[src/rtl/phfe_pkg.sv]
package phfe_pkg;

  localparam int MAX_FRAME = 65535;

  // Link framing codes held in the configuration register.
  localparam logic [1:0] LINK_ETHERNET = 2'd0;
  localparam logic [1:0] LINK_COOKED   = 2'd1;
  localparam logic [1:0] LINK_RAW      = 2'd2;
  localparam logic [1:0] LINK_NONE     = 2'd3;

  // Record status codes.
  localparam logic [1:0] ST_PARSED    = 2'd0;
  localparam logic [1:0] ST_TRUNCATED = 2'd1;
  localparam logic [1:0] ST_UNPARSED  = 2'd2;

  localparam logic [2:0] IPVER_NONE = 3'd0;
  localparam logic [2:0] IPVER_4    = 3'd4;
  localparam logic [2:0] IPVER_6    = 3'd6;

  localparam logic [15:0] TYPE_IPV4 = 16'h0800;
  localparam logic [15:0] TYPE_IPV6 = 16'h86DD;
  localparam logic [3:0]  VERSION_4 = 4'd4;
  localparam logic [3:0]  VERSION_6 = 4'd6;

  localparam logic [7:0] PROTO_TCP = 8'd6;
  localparam logic [7:0] PROTO_UDP = 8'd17;

  typedef struct packed {
    logic [7:0] frame_byte;
    logic       last_byte;
  } frame_word_t;

  typedef struct packed {
    logic [1:0]  parse_status;
    logic [2:0]  l3_version;
    logic [7:0]  l4_protocol;
    logic [31:0] source_address;
    logic [31:0] dest_address;
    logic [15:0] source_port;
    logic [15:0] dest_port;
    logic [5:0]  tcp_flag_bits;
    logic [31:0] tcp_sequence;
    logic [31:0] tcp_acknowledge;
    logic [15:0] payload_offset;
    logic [15:0] payload_length;
  } record_word_t;

  // Everything captured from one frame, handed from the parser to the record builder.
  typedef struct packed {
    logic [1:0]  link_type;
    logic [15:0] byte_count;
    logic [15:0] l3_type;
    logic [5:0]  ip_hdr_bytes;
    logic [5:0]  l4_hdr_bytes;
    logic [63:0] addr_cap;
    logic [63:0] seq_cap;
    logic [31:0] port_cap;
    logic [7:0]  v4_proto;
    logic [7:0]  v6_next;
    logic [5:0]  flag_cap;
  } frame_state_t;

  function automatic logic [4:0] link_hdr_len(input logic [1:0] lt);
    logic [4:0] len;
    unique case (lt)
      LINK_ETHERNET: len = 5'd14;
      LINK_COOKED:   len = 5'd16;
      default:       len = 5'd0;
    endcase
    return len;
  endfunction

endpackage

[src/rtl/phfe_parser.sv]
module phfe_parser (
  input  logic                  clk,
  input  logic                  rst,
  input  logic [1:0]            link_type,
  input  logic                  frame_valid,
  output logic                  frame_stall,
  input  phfe_pkg::frame_word_t frame_data,
  output logic                  snap_valid,
  input  logic                  snap_take,
  output phfe_pkg::frame_state_t snap
);

  logic                   word_valid;
  phfe_pkg::frame_word_t  word;
  logic                   active;
  logic                   take;

  logic [15:0] position, position_next;
  logic [15:0] l3_type, l3_type_next;
  logic [5:0]  ip_hdr_bytes, ip_hdr_bytes_next;
  logic [6:0]  l4_start, l4_start_next;
  logic [5:0]  l4_hdr_bytes, l4_hdr_bytes_next;
  logic [63:0] addr_cap, addr_cap_next;
  logic [63:0] seq_cap, seq_cap_next;
  logic [31:0] port_cap, port_cap_next;
  logic [7:0]  v4_proto, v4_proto_next;
  logic [7:0]  v6_next, v6_next_next;
  logic [5:0]  flag_cap, flag_cap_next;

  logic [4:0]  hl;
  logic [15:0] rel;
  logic [15:0] r4;
  logic [7:0]  b;
  phfe_pkg::frame_state_t snap_next;

  // A last word may only be consumed when the snapshot slot is free or draining.
  assign active      = word_valid && (!word.last_byte || !snap_valid || snap_take);
  assign frame_stall = word_valid && !active;
  assign take        = frame_valid && !frame_stall;

  always_comb begin
    hl                = phfe_pkg::link_hdr_len(link_type);
    b                 = word.frame_byte;
    rel               = position - 16'(hl);
    r4                = position - 16'(l4_start);
    position_next     = position;
    l3_type_next      = l3_type;
    ip_hdr_bytes_next = ip_hdr_bytes;
    l4_start_next     = l4_start;
    l4_hdr_bytes_next = l4_hdr_bytes;
    addr_cap_next     = addr_cap;
    seq_cap_next      = seq_cap;
    port_cap_next     = port_cap;
    v4_proto_next     = v4_proto;
    v6_next_next      = v6_next;
    flag_cap_next     = flag_cap;

    // Bytes past the capture limit are neither counted nor parsed.
    if (position < 16'(phfe_pkg::MAX_FRAME)) begin
      position_next = position + 16'd1;
      if (link_type != phfe_pkg::LINK_NONE) begin
        if (link_type != phfe_pkg::LINK_RAW &&
            (position == 16'(hl) - 16'd2 || position == 16'(hl) - 16'd1)) begin
          l3_type_next = {l3_type[7:0], b};
        end
        if (position >= 16'(hl)) begin
          if (rel == 16'd0) begin
            ip_hdr_bytes_next = {b[3:0], 2'b00};
            l4_start_next     = (b[3:0] >= 4'd5) ? 7'(hl) + {1'b0, b[3:0], 2'b00} : 7'd0;
            if (link_type == phfe_pkg::LINK_RAW) begin
              if (b[7:4] == phfe_pkg::VERSION_4) begin
                l3_type_next = phfe_pkg::TYPE_IPV4;
              end else if (b[7:4] == phfe_pkg::VERSION_6) begin
                l3_type_next = phfe_pkg::TYPE_IPV6;
              end else begin
                l3_type_next = 16'd0;
              end
            end
          end else if (rel == 16'd6) begin
            v6_next_next = b;
          end else if (rel == 16'd9) begin
            v4_proto_next = b;
          end else if (rel >= 16'd12 && rel <= 16'd19) begin
            addr_cap_next = {addr_cap[55:0], b};
          end

          // The L4 start written on the first L3 byte always lies beyond that byte.
          if (l4_start != 7'd0 && position >= 16'(l4_start)) begin
            if (r4 <= 16'd3) begin
              port_cap_next = {port_cap[23:0], b};
            end else if (r4 <= 16'd11) begin
              seq_cap_next = {seq_cap[55:0], b};
            end else if (r4 == 16'd12) begin
              l4_hdr_bytes_next = {b[7:4], 2'b00};
            end else if (r4 == 16'd13) begin
              flag_cap_next = b[5:0];
            end
          end
        end
      end
    end

    snap_next.link_type    = link_type;
    snap_next.byte_count   = position_next;
    snap_next.l3_type      = l3_type_next;
    snap_next.ip_hdr_bytes = ip_hdr_bytes_next;
    snap_next.l4_hdr_bytes = l4_hdr_bytes_next;
    snap_next.addr_cap     = addr_cap_next;
    snap_next.seq_cap      = seq_cap_next;
    snap_next.port_cap     = port_cap_next;
    snap_next.v4_proto     = v4_proto_next;
    snap_next.v6_next      = v6_next_next;
    snap_next.flag_cap     = flag_cap_next;
  end

  // The whole frame state clears as the last word moves into the snapshot.
  always_ff @(posedge clk) begin
    if (rst) begin
      word_valid   <= 1'b0;
      snap_valid   <= 1'b0;
      position     <= 16'd0;
      l3_type      <= 16'd0;
      ip_hdr_bytes <= 6'd0;
      l4_start     <= 7'd0;
      l4_hdr_bytes <= 6'd0;
      addr_cap     <= 64'd0;
      seq_cap      <= 64'd0;
      port_cap     <= 32'd0;
      v4_proto     <= 8'd0;
      v6_next      <= 8'd0;
      flag_cap     <= 6'd0;
    end else begin
      if (take) begin
        word_valid <= 1'b1;
      end else if (active) begin
        word_valid <= 1'b0;
      end
      if (active && word.last_byte) begin
        snap_valid <= 1'b1;
      end else if (snap_take) begin
        snap_valid <= 1'b0;
      end
      if (active) begin
        if (word.last_byte) begin
          position     <= 16'd0;
          l3_type      <= 16'd0;
          ip_hdr_bytes <= 6'd0;
          l4_start     <= 7'd0;
          l4_hdr_bytes <= 6'd0;
          addr_cap     <= 64'd0;
          seq_cap      <= 64'd0;
          port_cap     <= 32'd0;
          v4_proto     <= 8'd0;
          v6_next      <= 8'd0;
          flag_cap     <= 6'd0;
        end else begin
          position     <= position_next;
          l3_type      <= l3_type_next;
          ip_hdr_bytes <= ip_hdr_bytes_next;
          l4_start     <= l4_start_next;
          l4_hdr_bytes <= l4_hdr_bytes_next;
          addr_cap     <= addr_cap_next;
          seq_cap      <= seq_cap_next;
          port_cap     <= port_cap_next;
          v4_proto     <= v4_proto_next;
          v6_next      <= v6_next_next;
          flag_cap     <= flag_cap_next;
        end
      end
    end
  end

  always_ff @(posedge clk) begin
    if (take) begin
      word <= frame_data;
    end
    if (active && word.last_byte) begin
      snap <= snap_next;
    end
  end

endmodule

[src/rtl/phfe_record.sv]
module phfe_record (
  input  logic                   clk,
  input  logic                   rst,
  input  logic                   snap_valid,
  input  phfe_pkg::frame_state_t snap,
  output logic                   snap_take,
  output logic                   record_valid,
  input  logic                   record_stall,
  output phfe_pkg::record_word_t record_data
);

  logic                   load;
  phfe_pkg::record_word_t rec;
  logic [4:0]             hl;
  logic [15:0]            n;
  logic [7:0]             l4_off;
  logic [7:0]             v4_min;
  logic [7:0]             tcp_min;
  logic [7:0]             tcp_end;
  logic [7:0]             udp_end;

  assign load      = !record_valid || !record_stall;
  assign snap_take = snap_valid && load;

  // Every byte-count test is a compare against a small header end; header lengths are checked against their minimum.
  always_comb begin
    hl      = phfe_pkg::link_hdr_len(snap.link_type);
    n       = snap.byte_count;
    l4_off  = 8'(hl) + 8'(snap.ip_hdr_bytes);
    v4_min  = 8'(hl) + 8'd20;
    tcp_min = l4_off + 8'd20;
    tcp_end = l4_off + 8'(snap.l4_hdr_bytes);
    udp_end = l4_off + 8'd8;
    rec     = '0;

    if (snap.link_type == phfe_pkg::LINK_NONE) begin
      rec.parse_status = phfe_pkg::ST_UNPARSED;
    end else if (n < 16'(hl)) begin
      rec.parse_status = phfe_pkg::ST_TRUNCATED;
    end else begin
      rec.parse_status = phfe_pkg::ST_PARSED;
      if (snap.l3_type == phfe_pkg::TYPE_IPV4 && n >= 16'(v4_min)) begin
        rec.l3_version     = phfe_pkg::IPVER_4;
        rec.l4_protocol    = snap.v4_proto;
        rec.source_address = snap.addr_cap[63:32];
        rec.dest_address   = snap.addr_cap[31:0];
        if (snap.ip_hdr_bytes >= 6'd20 && n >= 16'(l4_off)) begin
          if (snap.v4_proto == phfe_pkg::PROTO_TCP && n >= 16'(tcp_min)) begin
            rec.source_port     = snap.port_cap[31:16];
            rec.dest_port       = snap.port_cap[15:0];
            rec.tcp_flag_bits   = snap.flag_cap;
            rec.tcp_sequence    = snap.seq_cap[63:32];
            rec.tcp_acknowledge = snap.seq_cap[31:0];
            if (snap.l4_hdr_bytes >= 6'd20 && n >= 16'(tcp_end)) begin
              rec.payload_offset = 16'(tcp_end);
              rec.payload_length = n - 16'(tcp_end);
            end
          end else if (snap.v4_proto == phfe_pkg::PROTO_UDP && n >= 16'(udp_end)) begin
            rec.source_port    = snap.port_cap[31:16];
            rec.dest_port      = snap.port_cap[15:0];
            rec.payload_offset = 16'(udp_end);
            rec.payload_length = n - 16'(udp_end);
          end
        end
      end else if (snap.l3_type == phfe_pkg::TYPE_IPV6 &&
                   n >= 16'(hl) + 16'd40) begin
        rec.l3_version  = phfe_pkg::IPVER_6;
        rec.l4_protocol = snap.v6_next;
      end
    end
  end

  always_ff @(posedge clk) begin
    if (rst) begin
      record_valid <= 1'b0;
    end else if (load) begin
      record_valid <= snap_valid;
    end
  end

  always_ff @(posedge clk) begin
    if (snap_take) begin
      record_data <= rec;
    end
  end

endmodule

[src/rtl/packet_header_field_extractor.sv]
// Accepts one frame word per cycle with no bubbles while frame_stall is low; the single parse
// state is updated once per byte, so throughput is one byte per cycle when no stall holds the input.
// After its last byte is accepted, a frame's record passes through the frame snapshot register,
// then the result register, before it is valid; a receiver stall can hold it in either.
// Reset (rst, synchronous) empties all three stages, clears the frame state and sets
// the link type to Ethernet.
module packet_header_field_extractor (
  input  logic                   clk,
  input  logic                   rst,
  input  logic                   cfg_we,
  input  logic [1:0]             cfg_wdata,
  input  logic                   frame_valid,
  output logic                   frame_stall,
  input  phfe_pkg::frame_word_t  frame_data,
  output logic                   record_valid,
  input  logic                   record_stall,
  output phfe_pkg::record_word_t record_data
);

  logic [1:0]             link_type;
  logic                   snap_valid;
  logic                   snap_take;
  phfe_pkg::frame_state_t snap;

  always_ff @(posedge clk) begin
    if (rst) begin
      link_type <= phfe_pkg::LINK_ETHERNET;
    end else if (cfg_we) begin
      link_type <= cfg_wdata;
    end
  end

  phfe_parser u_parser (
    .clk         (clk),
    .rst         (rst),
    .link_type   (link_type),
    .frame_valid (frame_valid),
    .frame_stall (frame_stall),
    .frame_data  (frame_data),
    .snap_valid  (snap_valid),
    .snap_take   (snap_take),
    .snap        (snap)
  );

  phfe_record u_record (
    .clk          (clk),
    .rst          (rst),
    .snap_valid   (snap_valid),
    .snap         (snap),
    .snap_take    (snap_take),
    .record_valid (record_valid),
    .record_stall (record_stall),
    .record_data  (record_data)
  );

  // A waiting snapshot is neither dropped nor overwritten.
  a_snap_held: assert property (@(posedge clk) disable iff (rst)
    snap_valid && !snap_take |=> snap_valid && $stable(snap))
    else $error("frame snapshot lost or changed while waiting");

  a_status_clean: assert property (@(posedge clk) disable iff (rst)
    record_valid && record_data.parse_status != phfe_pkg::ST_PARSED |->
      record_data.l3_version == phfe_pkg::IPVER_NONE && record_data.payload_length == 16'd0)
    else $error("fields set on a record that was not parsed");

  a_payload_v4: assert property (@(posedge clk) disable iff (rst)
    record_valid && record_data.payload_offset != 16'd0 |->
      record_data.l3_version == phfe_pkg::IPVER_4)
    else $error("payload reported without an IPv4 header");

  a_stall_cause: assert property (@(posedge clk) disable iff (rst)
    frame_stall |-> snap_valid && !snap_take)
    else $error("input stalled while the snapshot slot was free");

endmodule

[config.mk]
export PLATFORM = sky130hd
export DESIGN_NAME = packet_header_field_extractor
export DESIGN_NICKNAME = d
export VERILOG_FILES = /design/src/rtl/phfe_pkg.sv /design/src/rtl/phfe_parser.sv /design/src/rtl/phfe_record.sv /design/src/rtl/packet_header_field_extractor.sv
export SDC_FILE = /design/constraint.sdc
export NUM_CORES = 1
export LEC_CHECK = 0
export ABC_AREA = 0
export BUFFER_PORTS_ARGS = -buffer_cell sky130_fd_sc_hd__buf_2
export CELL_PAD_IN_SITES_DETAIL_PLACEMENT = 1
export CELL_PAD_IN_SITES_GLOBAL_PLACEMENT = 2
export CORE_ASPECT_RATIO = 1.4
export CORE_UTILIZATION = 30
export CTS_CLUSTER_SIZE = 24
export DETAILED_ROUTE_END_ITERATION = 8
export GPL_TIMING_DRIVEN = 0
export MAX_ROUTING_LAYER = met4
export PLACE_DENSITY_LB_ADDON = 0.12
export SLEW_MARGIN = 20
export SYNTH_ARGS = -nofsm -noshare
export SYNTH_HDL_FRONTEND = slang
export SYNTH_SLANG_ARGS = --single-unit
[constraint.sdc]
create_clock -name clk -period 54.2 [get_ports clk]
set_input_delay 10.84 -clock clk [delete_from_list [all_inputs] [get_ports clk]]
set_output_delay 10.84 -clock clk [all_outputs]
set_load 0.01 [all_outputs]
# == Word-level counts from Yosys, hierarchy flattened ==
# Cells that the tools add are included.
# totals
input_bits,16
word_cells,220
reg_bits,686
output_inout_bits,213
# classes
magnitude_cmp,17
bitwise,3
addsub,14
n_reduce_logical,40
mux,87
n_eq_ne,18
# op_table
operator,count
64-bit 2-to-1 mux,15
32-bit 2-to-1 mux,9
16-bit 2-to-1 mux,11
6-bit 2-to-1 mux,22
8-bit 2-to-1 mux,13
16-bit by 8-bit greater-or-equal comparator with 1-bit output,5
16-bit by 4-bit == test with 1-bit output (second input constant),3
24-bit 2-to-1 mux,2
7-bit 2-to-1 mux,6
16-bit == test,2
16-bit by 8-bit subtractor with 16-bit output,2
11-bit 2-to-1 mux,2
5-bit case mux with 2 select lines,2
16-bit by 1-bit adder with 16-bit output (second input constant),1
16-bit by 12-bit == test with 1-bit output (second input constant),1
16-bit == test (second input constant),1
16-bit by 3-bit == test with 1-bit output (second input constant),1
16-bit greater-or-equal comparator,1
16-bit by 4-bit greater-or-equal comparator with 1-bit output (second input constant),1
16-bit by 5-bit greater-or-equal comparator with 1-bit output,1
16-bit by 7-bit greater-or-equal comparator with 1-bit output,1
16-bit by 2-bit <= comparator with 1-bit output (second input constant),1
16-bit by 4-bit <= comparator with 1-bit output (second input constant),1
16-bit by 5-bit <= comparator with 1-bit output (second input constant),1
34 further kinds,74

# == Logic depth before layout (Yosys ltp) ==
# depth
depth_word,13
depth_mapped,21
ltp_nobuf,20

# == Hierarchy ==
# Synthesis repeated with hierarchy kept, for this count alone.
# hier_totals
hier_cells,2194
area_unflattened_um2,28850.2
# by_module_without_submodules
module,area_per_inst_um2,seq_area_each_um2,instances,cells_each
phfe_parser,18831.8,11801.3,1,1408
phfe_record,9950.8,6085.8,1,780
packet_header_field_extractor,67.6,40.0,1,6

# == Least setup slack after synthesis ==
# No wires, ideal clock.
# synth_timing
kind,input -> register
startpoint,input port record_stall
endpoint,register u_record.record_data[0] (netlist name)
n_path_buf,0
setup_ns,1.070
setup_slack_ns,27.737
t_arrival_ns,25.393
t_required_ns,53.130
stages,1
cell_sequence,a21boi_0
# synth_via
elab_chain_len,3
# synth_lines
item,line_no,text
"start, declared",packet_header_field_extractor.sv:16,"input logic record_stall,"
1-bit logical NOT,phfe_record.sv:22,assign load = !record_valid || !record_stall;
1-bit logical OR,phfe_record.sv:22,
1-bit logical AND,phfe_record.sv:23,assign snap_take = snap_valid && load;
# No other way between the ends.
# A chain may end at the register's enable or synchronous reset.

# == Worst setup path after layout ==
# layout_timing
startpoint,input port record_stall
endpoint,output port frame_stall
# layout_via
elab_chain_len,7
# layout_lines
item,line_no,text
1-bit logical NOT,phfe_record.sv:22,
1-bit logical OR,phfe_record.sv:22,
1-bit logical AND,phfe_record.sv:23,
1-bit logical OR,phfe_parser.sv:37,assign active = word_valid && (!word.last_byte || !snap_valid || snap_take);
1-bit logical AND,phfe_parser.sv:37,
1-bit logical NOT,phfe_parser.sv:38,assign frame_stall = word_valid && !active;
1-bit logical AND,phfe_parser.sv:38,
"end, declared",packet_header_field_extractor.sv:13,"output logic frame_stall,"
# No other way between the ends.

==> run metrics <==
status=finished, final reports clean; largest cells by area after synthesis=edfxtp_1, dfxtp_1, mux2_2; Setup Buffers After CTS=0; fmax=44.7 MHz; share of synthesized registers carrying an async set or reset=0%; vias in the first global route=19400; final wirelength=79.6 mm; IO Pins=229; total stage count of the critical path=4; Layout Skew=0.0210 ns; core area=93900 sq um; setup_tns=0 ns; startpoint types=input pin; per-cell routed wire length=21.5 microns; CTS Buf Count=71; layout cells sized above 1=23.9%; die width=262 microns; total chip power=1.08 mW; htree depth=3; Hold Crit Class=reg2reg; Buf+Inv Stages, Crit Path=2; die height=366 microns; pin count of the biggest net entering global routing=52; clock-pin transition on the worst setup and hold timing paths=0.06 ns; clock root cell=clkbuf_16; hold_buf cts=0; Hold Vio Cnt, Final=0; post-layout min period=22.37 ns; P_leak=13.5 nW; CTS tree=built; syn_area_per_cell=13.4 sq um; max-cap violations=0; drt first-iter violations=816; CP Capture Type=primary output; Final setup viols=0; DRC=0; Worst-Margin Slew=1.08 ns; Tot GR Track Use=17.1%; Yosys top cell area share=46.5%; Post-synth EDFFs=439; Cell Pwr Density=31.9 nW/um^2; RePlAce Congestion=0.843; Slowest Stage Delay on Critical Path=0.23 ns; Peak supply drop=0.0000178 V; critical path type=in2out; crit-path leading delay family=simple AND/OR/NAND/NOR gates; DR pass1 iterations=5; Worst path slowest cell=nor2_1; deepest clock path buffer count=3; Row Count=133; Final period util=41.3%; Placed Instances=3581; die area=95800 sq um; antenna-violating nets left=0; Worst EP arrival=11.53 ns; hold depth=1; CP Max Fanout=4; Slew headroom=27.0%; synthesized instance count=2123; Seq/Total Area, Yosys=63.2%; detailed-placement wirelength estimate=59.1 mm; Synth area leader=edfxtp_1; grt total ovfl=0; most frequent cells in the layout=edfxtp_1, buf_2, dfxtp_1; synth unique cells=82; initial antenna violation count=1; most used flip-flop cell after synthesis=edfxtp_1; cell area after synthesis=28400 sq um; Clock Sink Count=676; Clock Latency Late Sink=0.62 ns; global-route wire length before repair=120 mm; leading cell type in the layout, fill and taps excluded=edfxtp_1; crit-path cells=buf_2 -> nand3_1 -> nor2_1 -> buf_2; IO buf count=218; Ys Warns=0; Req. time, crit path=43.36 ns; Layout area overhead=19.1%; fin cells=3711; Seq cells post-synth=676; final-layout fill cell count=9935; RSZ-0062 raised after global routing=false; NumNets Final=2525; DR vias=18200; vias per cell=4.90; n_diodes=0; post_cts resized=0; most used cell, CP=buf_2; max-slew violations=0; cells on worst reg2reg path=20; Initial Util=30.2%
## cells in the mapped netlist (all sizes together), types with 13 or more instances
| cell type | count |
|---|---|
| nand2b | 16 |
| nor3 | 21 |
| a22o | 199 |
| inv | 50 |
| a22oi | 19 |
| nand2 | 80 |
| ha | 64 |
| a21oi | 51 |
| nand3 | 17 |
| and3 | 16 |
| buf | 57 |
| o21a | 13 |
| mux2 | 178 |
| or4 | 14 |
| nor2 | 107 |
| nand4 | 15 |
| o21ai | 62 |
| xor2 | 15 |
| nor2b | 14 |
| dfxtp | 237 |
| nor4 | 15 |
| clkbuf | 67 |
| edfxtp | 439 |
| xnor2 | 23 |
| and2 | 181 |
| a21o | 17 |
## final timing paths
check                                start                       end  slack [ns]
hold / removal    u_parser.ip_hdr_bytes[0]  u_parser.ip_hdr_bytes[0]        0.45
setup / recovery              record_stall               frame_stall       31.83
setup reg to reg        u_parser.snap[227]  u_record.record_data[14]       48.45
hold reg to reg   u_parser.ip_hdr_bytes[0]  u_parser.ip_hdr_bytes[0]        0.45
## worst register-to-register path, delay by kind of cell, from the launching register on
| family | cells | cell delay [ns] |
|---|---|---|
| buffers and inverters | 3 | 0.79 |
| AOI/OAI and AO/OA | 8 | 1.38 |
| DFF | 1 | 0.38 |
| and+or+nand+nor | 3 | 0.69 |
| xor gates and xnor gates | 2 | 1.00 |
| adders and majority gates | 4 | 1.22 |
## report_power, final
part / switching (mW) / internal, mW / leakage (nW) / total (mW)
clock: 0.203 / 0.279 / 1.13 / 0.483
sequential: 0.00242 / 0.549 / 6.63 / 0.551
combinational: 0.0307 / 0.0134 / 5.78 / 0.0441
total: 0.236 / 0.842 / 13.5 / 1.08
## final cells by class
| class | instances | area (sq um) | share of cell area (%) |
|---|---|---|---|
| Buffer | 124 | 584 | 1.73 |
| Clock buffer | 101 | 2050 | 6.08 |
| Clock inverter | 29 | 243 | 0.718 |
| Inverter | 50 | 188 | 0.555 |
| Multi-Input combinational cell | 1281 | 9770 | 28.9 |
| Sequential cell | 676 | 17900 | 53.1 |
| Tap cell | 1215 | 1520 | 4.50 |
| Timing Repair Buffer | 235 | 1500 | 4.43 |
## sequential cells by signal, summed over array words and instances (netlist names), 16 cells and up
name                  cells
u_parser.l3_type         16
u_parser.seq_cap         64
u_parser.snap           228
u_record.record_data    202
u_parser.position        16
u_parser.port_cap        32
u_parser.addr_cap        64
## stage by stage
stage,cell area (sq um),hold WS (ns),setup WS [ns],util (%)
after detailed placement,31500,0.440,31.85,33.5
after global routing,33800,0.486,31.77,36.0
after CTS,33800,0.459,31.85,36.0
after global placement,31000,0.436,20.25,33.1
final,33800,0.454,31.83,36.0
after floorplan,28400,0.420,27.74,-
## kinds of logic (layout without fill, tap and decap cells)
| logic type | after synthesis | in the layout | synth area share (%) |
|---|---|---|---|
| other | 1 | 9 | 0.0132 |
| DFF | 676 | 676 | 63.2 |
| adders and majority gates | 70 | 70 | 3.25 |
| xor gates and xnor gates | 38 | 38 | 1.20 |
| AOI/OAI and AO/OA | 443 | 443 | 12.0 |
| buffers and inverters | 174 | 539 | 2.72 |
| muxes | 189 | 189 | 7.45 |
| and+or+nand+nor | 532 | 532 | 10.2 |
## routing by layer
layer  vias up  global-route usage (%)  wire length, microns
met1      9083                    20.0                 33700
met4         0                    5.88                  2360
met2       355                    29.6                 40900
met3       119                    2.37                  2650
li1       8612                       -                     -
met5         -                       -                     0
Note: power is estimated with default switching activity, not from simulation.
